[src/rtl/core/sled_pkg.sv]
`default_nettype none

package sled_pkg;

   localparam int DAY_MINUTES            = 1440;
   localparam int DEF_INTERVAL_COUNT     = 4;
   localparam int DEF_RAMP_STEP_TICKS    = 2;
   localparam int MAX_INTERVAL_COUNT     = 4;

   localparam int MINUTE_W   = 11;
   localparam int TICK_W     = 16;
   localparam int DUTY_W     = 8;
   localparam int SWITCH_W   = 21;
   localparam int INTERVAL_W = 43;
   localparam int CSR_IDX_W  = 3;
   localparam int TIMER_W    = 2;

   localparam logic [CSR_IDX_W-1:0] CSR_ENABLED        = 3'd0;
   localparam logic [CSR_IDX_W-1:0] CSR_SCHEDULER_MODE = 3'd1;
   localparam logic [CSR_IDX_W-1:0] CSR_TARGET         = 3'd2;
   localparam logic [CSR_IDX_W-1:0] CSR_INTERVAL_BASE  = 3'd3;

   localparam logic [1:0] SW_FIXED   = 2'd0;
   localparam logic [1:0] SW_SUNRISE = 2'd1;
   localparam logic [1:0] SW_SUNSET  = 2'd2;

   typedef struct packed {
      logic [MINUTE_W-1:0] minutes_now;
      logic [MINUTE_W-1:0] sunrise_minute;
      logic [MINUTE_W-1:0] sunset_minute;
      logic                on_battery;
      logic [TICK_W-1:0]   tick_count;
      logic                toggle_request;
      logic                update_request;
   } req_type;

   typedef struct packed {
      logic              state_changed;
      logic              output_on;
      logic              target_state;
      logic              duty_load;
      logic [DUTY_W-1:0] duty_value;
      logic              ramping;
   } rsp_type;

   function automatic logic [MINUTE_W-1:0] sun_time(logic [MINUTE_W-1:0] ev,
                                                    logic [7:0] off);
      logic signed [12:0] t;
      logic signed [12:0] day;
      begin
         day = 13'(DAY_MINUTES);
         t   = signed'({2'b00, ev}) + signed'({{5{off[7]}}, off});
         if (t < 13'sd0) begin
            sun_time = MINUTE_W'(t + day);
         end else if (t >= day) begin
            sun_time = MINUTE_W'(t - day);
         end else begin
            sun_time = MINUTE_W'(t);
         end
      end
   endfunction

   function automatic logic [MINUTE_W-1:0] switch_time(logic [SWITCH_W-1:0] sw,
                                                       logic [MINUTE_W-1:0] rise,
                                                       logic [MINUTE_W-1:0] set);
      begin
         case (sw[20:19])
            SW_FIXED:   switch_time = sw[18:8];
            SW_SUNRISE: switch_time = sun_time(rise, sw[7:0]);
            SW_SUNSET:  switch_time = sun_time(set, sw[7:0]);
            default:    switch_time = '0;
         endcase
      end
   endfunction

endpackage

`default_nettype wire

[src/rtl/core/sled_sched.sv]
`default_nettype none

module sled_sched #(
   parameter int INTERVAL_COUNT = sled_pkg::DEF_INTERVAL_COUNT
) (
   input  wire logic [INTERVAL_COUNT-1:0][sled_pkg::INTERVAL_W-1:0] intervals,
   input  wire logic                                               scheduler_mode,
   input  wire logic [sled_pkg::MINUTE_W-1:0]                      minutes_now,
   input  wire logic [sled_pkg::MINUTE_W-1:0]                      sunrise_minute,
   input  wire logic [sled_pkg::MINUTE_W-1:0]                      sunset_minute,
   output logic                                                    schedule_on
);

   logic [INTERVAL_COUNT-1:0] hit;

   always_comb begin
      for (int i = 0; i < INTERVAL_COUNT; i++) begin
         logic [sled_pkg::MINUTE_W-1:0] on_t;
         logic [sled_pkg::MINUTE_W-1:0] off_t;
         on_t  = sled_pkg::switch_time(intervals[i][41:21], sunrise_minute, sunset_minute);
         off_t = sled_pkg::switch_time(intervals[i][20:0], sunrise_minute, sunset_minute);
         if (on_t <= off_t) begin
            hit[i] = intervals[i][42] && (minutes_now >= on_t) && (minutes_now < off_t);
         end else begin
            hit[i] = intervals[i][42] && ((minutes_now >= on_t) || (minutes_now < off_t));
         end
      end
   end

   assign schedule_on = !scheduler_mode && (|hit);

endmodule

`default_nettype wire

[src/rtl/core/sled_ctrl.sv]
`default_nettype none

module sled_ctrl #(
   parameter int RAMP_STEP_TICKS = sled_pkg::DEF_RAMP_STEP_TICKS
) (
   input  wire logic                        clock,
   input  wire logic                        reset,
   input  wire logic                        fire,
   input  wire sled_pkg::req_type           item,
   input  wire logic                        schedule_in,
   input  wire logic                        enabled,
   input  wire logic [sled_pkg::DUTY_W-1:0] target_brightness,
   output sled_pkg::rsp_type                result
);

   localparam logic [sled_pkg::TIMER_W-1:0] STEP_RELOAD = sled_pkg::TIMER_W'(RAMP_STEP_TICKS);

   logic                              override_ff, override_in;
   logic                              prev_out_ff, prev_out_in;
   logic                              force_ff, force_in;
   logic                              sched_ff, sched_in;
   logic                              prev_sched_ff, prev_sched_in;
   logic                              ramp_ff, ramp_in;
   logic [sled_pkg::DUTY_W-1:0]       level_ff, level_in;
   logic [sled_pkg::TIMER_W-1:0]      timer_ff, timer_in;
   logic [sled_pkg::TICK_W-1:0]       tick_ff, tick_in;

   always_comb begin
      logic ovr;
      logic fp;
      logic outst;
      logic upd;
      override_in   = override_ff;
      prev_out_in   = prev_out_ff;
      force_in      = force_ff;
      sched_in      = sched_ff;
      prev_sched_in = prev_sched_ff;
      ramp_in       = ramp_ff;
      level_in      = level_ff;
      timer_in      = timer_ff;
      tick_in       = tick_ff;
      result        = '0;

      ovr   = override_ff ^ item.toggle_request;
      fp    = force_ff | item.toggle_request | item.update_request;
      outst = 1'b0;
      upd   = 1'b0;

      if (enabled) begin
         ovr           = ovr & (schedule_in == prev_sched_ff);
         outst         = !item.on_battery & (schedule_in ^ ovr);
         upd           = (outst != prev_out_ff) || fp;
         prev_out_in   = outst;
         sched_in      = schedule_in;
         prev_sched_in = schedule_in;
         force_in      = 1'b0;
         if (upd) begin
            result.state_changed = 1'b1;
            result.duty_load     = 1'b1;
            if (outst) begin
               timer_in = STEP_RELOAD;
               level_in = '0;
               ramp_in  = 1'b1;
            end else begin
               ramp_in  = 1'b0;
            end
         end else if (ramp_ff && (item.tick_count != tick_ff)) begin
            tick_in = item.tick_count;
            if (timer_ff != '0) begin
               timer_in = timer_ff - 1'b1;
            end else if (level_ff >= target_brightness) begin
               ramp_in = 1'b0;
            end else begin
               level_in          = level_ff + 1'b1;
               timer_in          = STEP_RELOAD;
               result.duty_load  = 1'b1;
               result.duty_value = level_ff + 1'b1;
            end
         end
      end else begin
         force_in = fp;
      end
      override_in = ovr;

      result.output_on    = prev_out_in;
      result.target_state = sched_in ^ override_in;
      result.ramping      = ramp_in;
   end

   always_ff @(posedge clock) begin
      if (reset) begin
         override_ff   <= 1'b0;
         prev_out_ff   <= 1'b0;
         force_ff      <= 1'b0;
         sched_ff      <= 1'b0;
         prev_sched_ff <= 1'b0;
         ramp_ff       <= 1'b0;
         level_ff      <= '0;
         timer_ff      <= '0;
         tick_ff       <= '0;
      end else if (fire) begin
         override_ff   <= override_in;
         prev_out_ff   <= prev_out_in;
         force_ff      <= force_in;
         sched_ff      <= sched_in;
         prev_sched_ff <= prev_sched_in;
         ramp_ff       <= ramp_in;
         level_ff      <= level_in;
         timer_ff      <= timer_in;
         tick_ff       <= tick_in;
      end
   end

endmodule

`default_nettype wire

[src/rtl/core/scheduled_led_output_with_ramp.sv]
`default_nettype none

// Channel   Direction  Handshake              Payload
// req_      in         req_valid / req_ready  time, sun times, battery, tick, requests
// rsp_      out        rsp_valid / rsp_ready  change, output, target, duty, ramp flags
// csr_      in         csr_valid / csr_ready  csr_index, csr_data
//
// One beat per cycle sustained while rsp is not stalled.
// The input register feeds the schedule compare and state update, which load
// the result register. A stalled rsp holds the result; the input register
// still takes one more beat. Reset clears all controller state and restores
// the register defaults. csr_ready is always high.

module scheduled_led_output_with_ramp #(
   parameter int INTERVAL_COUNT  = sled_pkg::DEF_INTERVAL_COUNT,
   parameter int RAMP_STEP_TICKS = sled_pkg::DEF_RAMP_STEP_TICKS
) (
   input  wire logic                              clock,
   input  wire logic                              reset,

   input  wire logic                              req_valid,
   output logic                                   req_ready,
   input  wire logic [sled_pkg::MINUTE_W-1:0]     req_minutes_now,
   input  wire logic [sled_pkg::MINUTE_W-1:0]     req_sunrise_minute,
   input  wire logic [sled_pkg::MINUTE_W-1:0]     req_sunset_minute,
   input  wire logic                              req_on_battery,
   input  wire logic [sled_pkg::TICK_W-1:0]       req_tick_count,
   input  wire logic                              req_toggle_request,
   input  wire logic                              req_update_request,

   output logic                                   rsp_valid,
   input  wire logic                              rsp_ready,
   output logic                                   rsp_state_changed,
   output logic                                   rsp_output_on,
   output logic                                   rsp_target_state,
   output logic                                   rsp_duty_load,
   output logic [sled_pkg::DUTY_W-1:0]            rsp_duty_value,
   output logic                                   rsp_ramping,

   input  wire logic                              csr_valid,
   output logic                                   csr_ready,
   input  wire logic [sled_pkg::CSR_IDX_W-1:0]    csr_index,
   input  wire logic [sled_pkg::INTERVAL_W-1:0]   csr_data
);

   logic                                               enabled_ff;
   logic                                               mode_ff;
   logic [sled_pkg::DUTY_W-1:0]                        target_ff;
   logic [INTERVAL_COUNT-1:0][sled_pkg::INTERVAL_W-1:0] intervals_ff;

   logic              in_valid_ff;
   sled_pkg::req_type in_ff;
   logic              out_valid_ff;
   sled_pkg::rsp_type out_ff;
   sled_pkg::rsp_type result;
   logic              schedule_on;
   logic              advance;

   assign csr_ready = 1'b1;

   always_ff @(posedge clock) begin
      if (reset) begin
         enabled_ff   <= 1'b1;
         mode_ff      <= 1'b0;
         target_ff    <= '1;
         intervals_ff <= '0;
      end else if (csr_valid) begin
         case (csr_index)
            sled_pkg::CSR_ENABLED:        enabled_ff <= csr_data[0];
            sled_pkg::CSR_SCHEDULER_MODE: mode_ff    <= csr_data[0];
            sled_pkg::CSR_TARGET:         target_ff  <= csr_data[sled_pkg::DUTY_W-1:0];
            default: begin
               for (int i = 0; i < INTERVAL_COUNT; i++) begin
                  if (csr_index == sled_pkg::CSR_INTERVAL_BASE + sled_pkg::CSR_IDX_W'(i)) begin
                     intervals_ff[i] <= csr_data;
                  end
               end
            end
         endcase
      end
   end

   assign advance   = in_valid_ff && (!out_valid_ff || rsp_ready);
   assign req_ready = !in_valid_ff || advance;

   always_ff @(posedge clock) begin
      if (reset) begin
         in_valid_ff <= 1'b0;
      end else if (req_ready) begin
         in_valid_ff <= req_valid;
      end
   end

   always_ff @(posedge clock) begin
      if (req_valid && req_ready) begin
         in_ff.minutes_now    <= req_minutes_now;
         in_ff.sunrise_minute <= req_sunrise_minute;
         in_ff.sunset_minute  <= req_sunset_minute;
         in_ff.on_battery     <= req_on_battery;
         in_ff.tick_count     <= req_tick_count;
         in_ff.toggle_request <= req_toggle_request;
         in_ff.update_request <= req_update_request;
      end
   end

   sled_sched #(
      .INTERVAL_COUNT(INTERVAL_COUNT)
   ) u_sched (
      .intervals      (intervals_ff),
      .scheduler_mode (mode_ff),
      .minutes_now    (in_ff.minutes_now),
      .sunrise_minute (in_ff.sunrise_minute),
      .sunset_minute  (in_ff.sunset_minute),
      .schedule_on    (schedule_on)
   );

   sled_ctrl #(
      .RAMP_STEP_TICKS(RAMP_STEP_TICKS)
   ) u_ctrl (
      .clock             (clock),
      .reset             (reset),
      .fire              (advance),
      .item              (in_ff),
      .schedule_in       (schedule_on),
      .enabled           (enabled_ff),
      .target_brightness (target_ff),
      .result            (result)
   );

   always_ff @(posedge clock) begin
      if (reset) begin
         out_valid_ff <= 1'b0;
      end else if (advance) begin
         out_valid_ff <= 1'b1;
      end else if (rsp_ready) begin
         out_valid_ff <= 1'b0;
      end
   end

   always_ff @(posedge clock) begin
      if (advance) begin
         out_ff <= result;
      end
   end

   assign rsp_valid         = out_valid_ff;
   assign rsp_state_changed = out_ff.state_changed;
   assign rsp_output_on     = out_ff.output_on;
   assign rsp_target_state  = out_ff.target_state;
   assign rsp_duty_load     = out_ff.duty_load;
   assign rsp_duty_value    = out_ff.duty_value;
   assign rsp_ramping       = out_ff.ramping;

   a_ramp_needs_output: assert property (@(posedge clock) disable iff (reset)
      rsp_valid && rsp_ramping |-> rsp_output_on)
      else $error("ramp active with output off");

   a_duty_zero_unloaded: assert property (@(posedge clock) disable iff (reset)
      rsp_valid && !rsp_duty_load |-> rsp_duty_value == '0)
      else $error("duty value without load");

   a_change_loads_zero: assert property (@(posedge clock) disable iff (reset)
      rsp_valid && rsp_state_changed |-> rsp_duty_load && rsp_duty_value == '0)
      else $error("state change without zero duty load");

   a_result_follows_item: assert property (@(posedge clock) disable iff (reset)
      advance |=> rsp_valid)
      else $error("processed beat lost");

endmodule

`default_nettype wire

[config.mk]
export PLATFORM = sky130hd
export DESIGN_NAME = scheduled_led_output_with_ramp
export DESIGN_NICKNAME = d
export VERILOG_FILES = /design/src/rtl/core/sled_pkg.sv /design/src/rtl/core/sled_sched.sv /design/src/rtl/core/sled_ctrl.sv /design/src/rtl/core/scheduled_led_output_with_ramp.sv
export SDC_FILE = /design/constraint.sdc
export NUM_CORES = 1
export LEC_CHECK = 0
export BUFFER_PORTS_ARGS = -buffer_cell sky130_fd_sc_hd__buf_2
export CAP_MARGIN = 20
export CORE_AREA = 2 2 312 314
export CTS_BUF_LIST = sky130_fd_sc_hd__clkbuf_16
export DETAILED_ROUTE_END_ITERATION = 8
export DIE_AREA = 0 0 314 316
export PLACE_DENSITY = 0.41
export SYNTH_ARGS = -nofsm -noshare
export SYNTH_HDL_FRONTEND = slang
export SYNTH_SLANG_ARGS = --single-unit
[constraint.sdc]
create_clock -name clock -period 9.5 [get_ports clock]
set_input_delay 0.475 -clock clock [delete_from_list [all_inputs] [get_ports clock]]
set_output_delay 0.475 -clock clock [all_outputs]
set_load 0.02 [all_outputs]
==> impl_metrics.ini <==
[synthesis]
synthArstFlopShare = 0
synth_warnings = 0
ys_ff_latch = 281
synth_seq_area_share = 0.2204
synth_area_mm2 = 0.02847
synth.distinct_cells = 111
postSynthNetCount = 4125
synthFlopType = dfxtp_1
avgSynthCellArea_um2 = 7.816
synth_cells = 3643
synth_edf_count = 65

[pwr]
p_per_area_mw_per_mm2 = 122.8
p_sw_frac = 0.3531
combPwrFrac = 0.271
vdd_drop_max_v = 0.0001174
p_leak_nw = 12.98
power_frac_seq = 0.341
total_power_w = 0.003916
clockPowerShare = 0.389
p_switching_w = 0.001383
p_int_w = 0.002533

[min_path]
min_path_cells = 1
holdCritStartpoint = req_tick_count[6]
hold_path_end = in_ff[8]
hold_path.class = input port to flop

[outcome]
status = completed

[timing]
rsz0062_at_grt = no
hold_viol_final = 0
drv_slew = 0
max_freq_ghz = 0.1195
finClkSkew_ns = 0.03654
worst_pin_slew_ns = 1.135
hold_slack_ns = 0.04490
min_period_ns = 8.371
setup_tns_ns = 0
period_share = 0.8812
maxSlewHeadroom = 0.2434
setup_violations = 0

[worst_setup_path]
crit_family = compound AO/OA/AOI/OAI gates
reg2reg_from = in_ff[19]
worstPathRequired_ns = 9.95
timing.rr.end = u_ctrl.tick_ff[15]
critPathMostFrequentCell = a21oi_1
slowest_stage = edfxtp_1
max_stage_delay_ns = 0.83
worstSetupStartpointType = flop
worst-path-max-fanout = 16
worstSetupPathType = flop to flop
critPathArrivalTime_ns = 8.82
r2r_slack_ns = 1.13
end_kind = flop
crit_buf_inv = 2
r2r_cells = 27

[finish]
drive_gt1_frac = 0.07940
design_area_mm2 = 0.03189
syn_to_final_growth_pct = 11.99
layout.nets = 4205
fin_util = 0.3322

[route]
first_pass_iters = 7
viasPerCell = 5.448
routed_wl_um = 115300
drt_iter0_markers = 2180
avgRoutedWirePerCell_um = 22.91
drc_errors = 0
vias = 27410
final_antenna_net_count = 0

[die]
core_area_mm2 = 0.09599
die_h_um = 316
pin_count = 119
rows = 114
die_w_um = 314
start_util = 0.2966
floorplan.die_area_mm2 = 0.09922

[cts]
ctsResizeCount = 0
cts-root-buf = clkbuf_16
cts_sinks = 281
postCtsSetupRepairBufs = 0
numCtsBuffers = 39
hold_buffers = 0
tritoncts = built
clockBufferDepth = 3
cts_htree_levels = 2
path_clk_slew_ns = 0.06
clk_latency_ns = 0.61

[placed_design]
portBuffers = 117
finalWeightedCongestion = 0.8826
place_area_mm2 = 0.03056
detailed_place_hpwl_um = 89040

[global_routing]
antenna_found_initial = 24
grt_max_degree = 80
grt_first_pass_wirelength_um = 169200
globalRoute.totalOverflow = 0
grtUsageTotal = 0.2264
grt_pass1_vias = 25840

[flow_run]
cap_violations = 0
## kinds of logic (layout without fill, tap and decap cells)
family,after synthesis,after routing,share of synthesized area
AO/OA/AOI/OAI,1129,1129,0.2629
XOR/XNOR,231,231,0.07106
adder cells (fa/ha/maj),379,379,0.1708
buffers and inverters,284,394,0.03920
flip-flops,281,281,0.2204
multiplexers,92,92,0.03291
other,1,4,0.0001317
AND/OR/NAND/NOR,1246,1246,0.2026
## routing by layer
layer  GRT usage  routed length [um]  up-vias
met5           0                 103        -
met4     0.04991                2575       18
met3     0.02735                5290      125
met2      0.3759               52470      624
met1      0.3132               54830    13040
li1            -                   -    13600
## through the flow
stage / std cells / setup slack (ns)
final: 5032 / 1.129
after global routing: 5032 / 0.5452
after CTS: 5027 / 1.203
after detailed placement: 4956 / 1.227
after global placement: 4955 / 1.222
after floorplan: 3643 / 3.057
## cell usage after synthesis (43+ instances only)
library cell / number / area [um2]
o21ai_0: 137 / 685.7
o21a_1: 44 / 330.3
mux2i_1: 79 / 790.8
edfxtp_1: 65 / 1952
a211oi_1: 70 / 525.5
a21oi_1: 375 / 1877
a21o_1: 72 / 540.5
dfxtp_1: 216 / 4324
nor3_1: 89 / 445.4
nand3_1: 71 / 355.3
inv_1: 146 / 548.0
nor2_1: 275 / 1032
clkbuf_1: 110 / 412.9
nand2_1: 517 / 1941
xor2_1: 81 / 709.4
xnor2_1: 150 / 1314
ha_1: 363 / 4542
or3_1: 43 / 269.0
## power by group through the flow
| stage | registers [W] | clock network (W) | logic [W] |
|---|---|---|---|
| 6_report | 0.00133 | 0.00152 | 0.00106 |
| 5_1_grt | 0.00134 | 0.00160 | 0.00117 |
| 4_1_cts | 0.00133 | 0.00156 | 0.00106 |
| 3_5_place_dp | 0.00136 | 0 | 0.00105 |
| 3_3_place_gp | 0.00136 | 0 | 0.00106 |
| 2_1_floorplan | 0.00132 | 0 | 0.000732 |
## cell type report
| type | count | area [um2] |
|---|---|---|
| Timing Repair Buffer | 170 | 1035 |
| Clock buffer | 41 | 1026 |
| Antenna cell | 3 | 7.507 |
| Fill cell | 10300 | 64110 |
| Inverter | 153 | 574.3 |
| Multi-Input combinational cell | 3078 | 21120 |
| Clock inverter | 30 | 257.7 |
| Sequential cell | 281 | 6276 |
| Tap cell | 1276 | 1597 |
## layout by cell type, fill, tap and decap left out, types with 65 or more instances in the layout
cell type	instances
edfxtp_1	65
ha_1	363
xor2_1	81
dfxtp_1	216
a211oi_1	70
nand3_1	70
nand2_1	517
nor2_1	273
buf_2	116
nor3_1	88
mux2i_1	79
a21oi_1	375
a21o_1	72
xnor2_1	150
inv_1	156
o21ai_0	137
## how the worst max path moves through the flow
stage,startpoint,end,slack (ns),depth (start not counted)
after floorplan,in_ff[30],u_ctrl.tick_ff[10],3.06,29
after global placement,in_ff[19],u_ctrl.tick_ff[11],1.22,27
after detailed placement,in_ff[19],u_ctrl.tick_ff[12],1.23,26
after CTS,in_ff[19],u_ctrl.tick_ff[0],1.20,27
after global routing,in_ff[19],u_ctrl.tick_ff[3],0.55,25
final,in_ff[19],u_ctrl.tick_ff[15],1.13,27
## sequential cells by signal, indices dropped and copies added (netlist names)
register              cells
target_ff                 8
u_ctrl.sched_ff           1
rsp_state_changed         1
in_ff                    52
rsp_ramping               1
u_ctrl.prev_sched_ff      1
rsp_valid                 1
u_ctrl.override_ff        1
rsp_duty_value            8
u_ctrl.prev_out_ff        1
u_ctrl.level_ff           8
u_ctrl.ramp_ff            1
u_ctrl.force_ff           1
rsp_target_state          1
intervals_ff            172
mode_ff                   1
rsp_duty_load             1
u_ctrl.tick_ff           16
enabled_ff                1
in_valid_ff               1
u_ctrl.timer_ff           2
rsp_output_on             1
(Power assumes the default switching activity.)
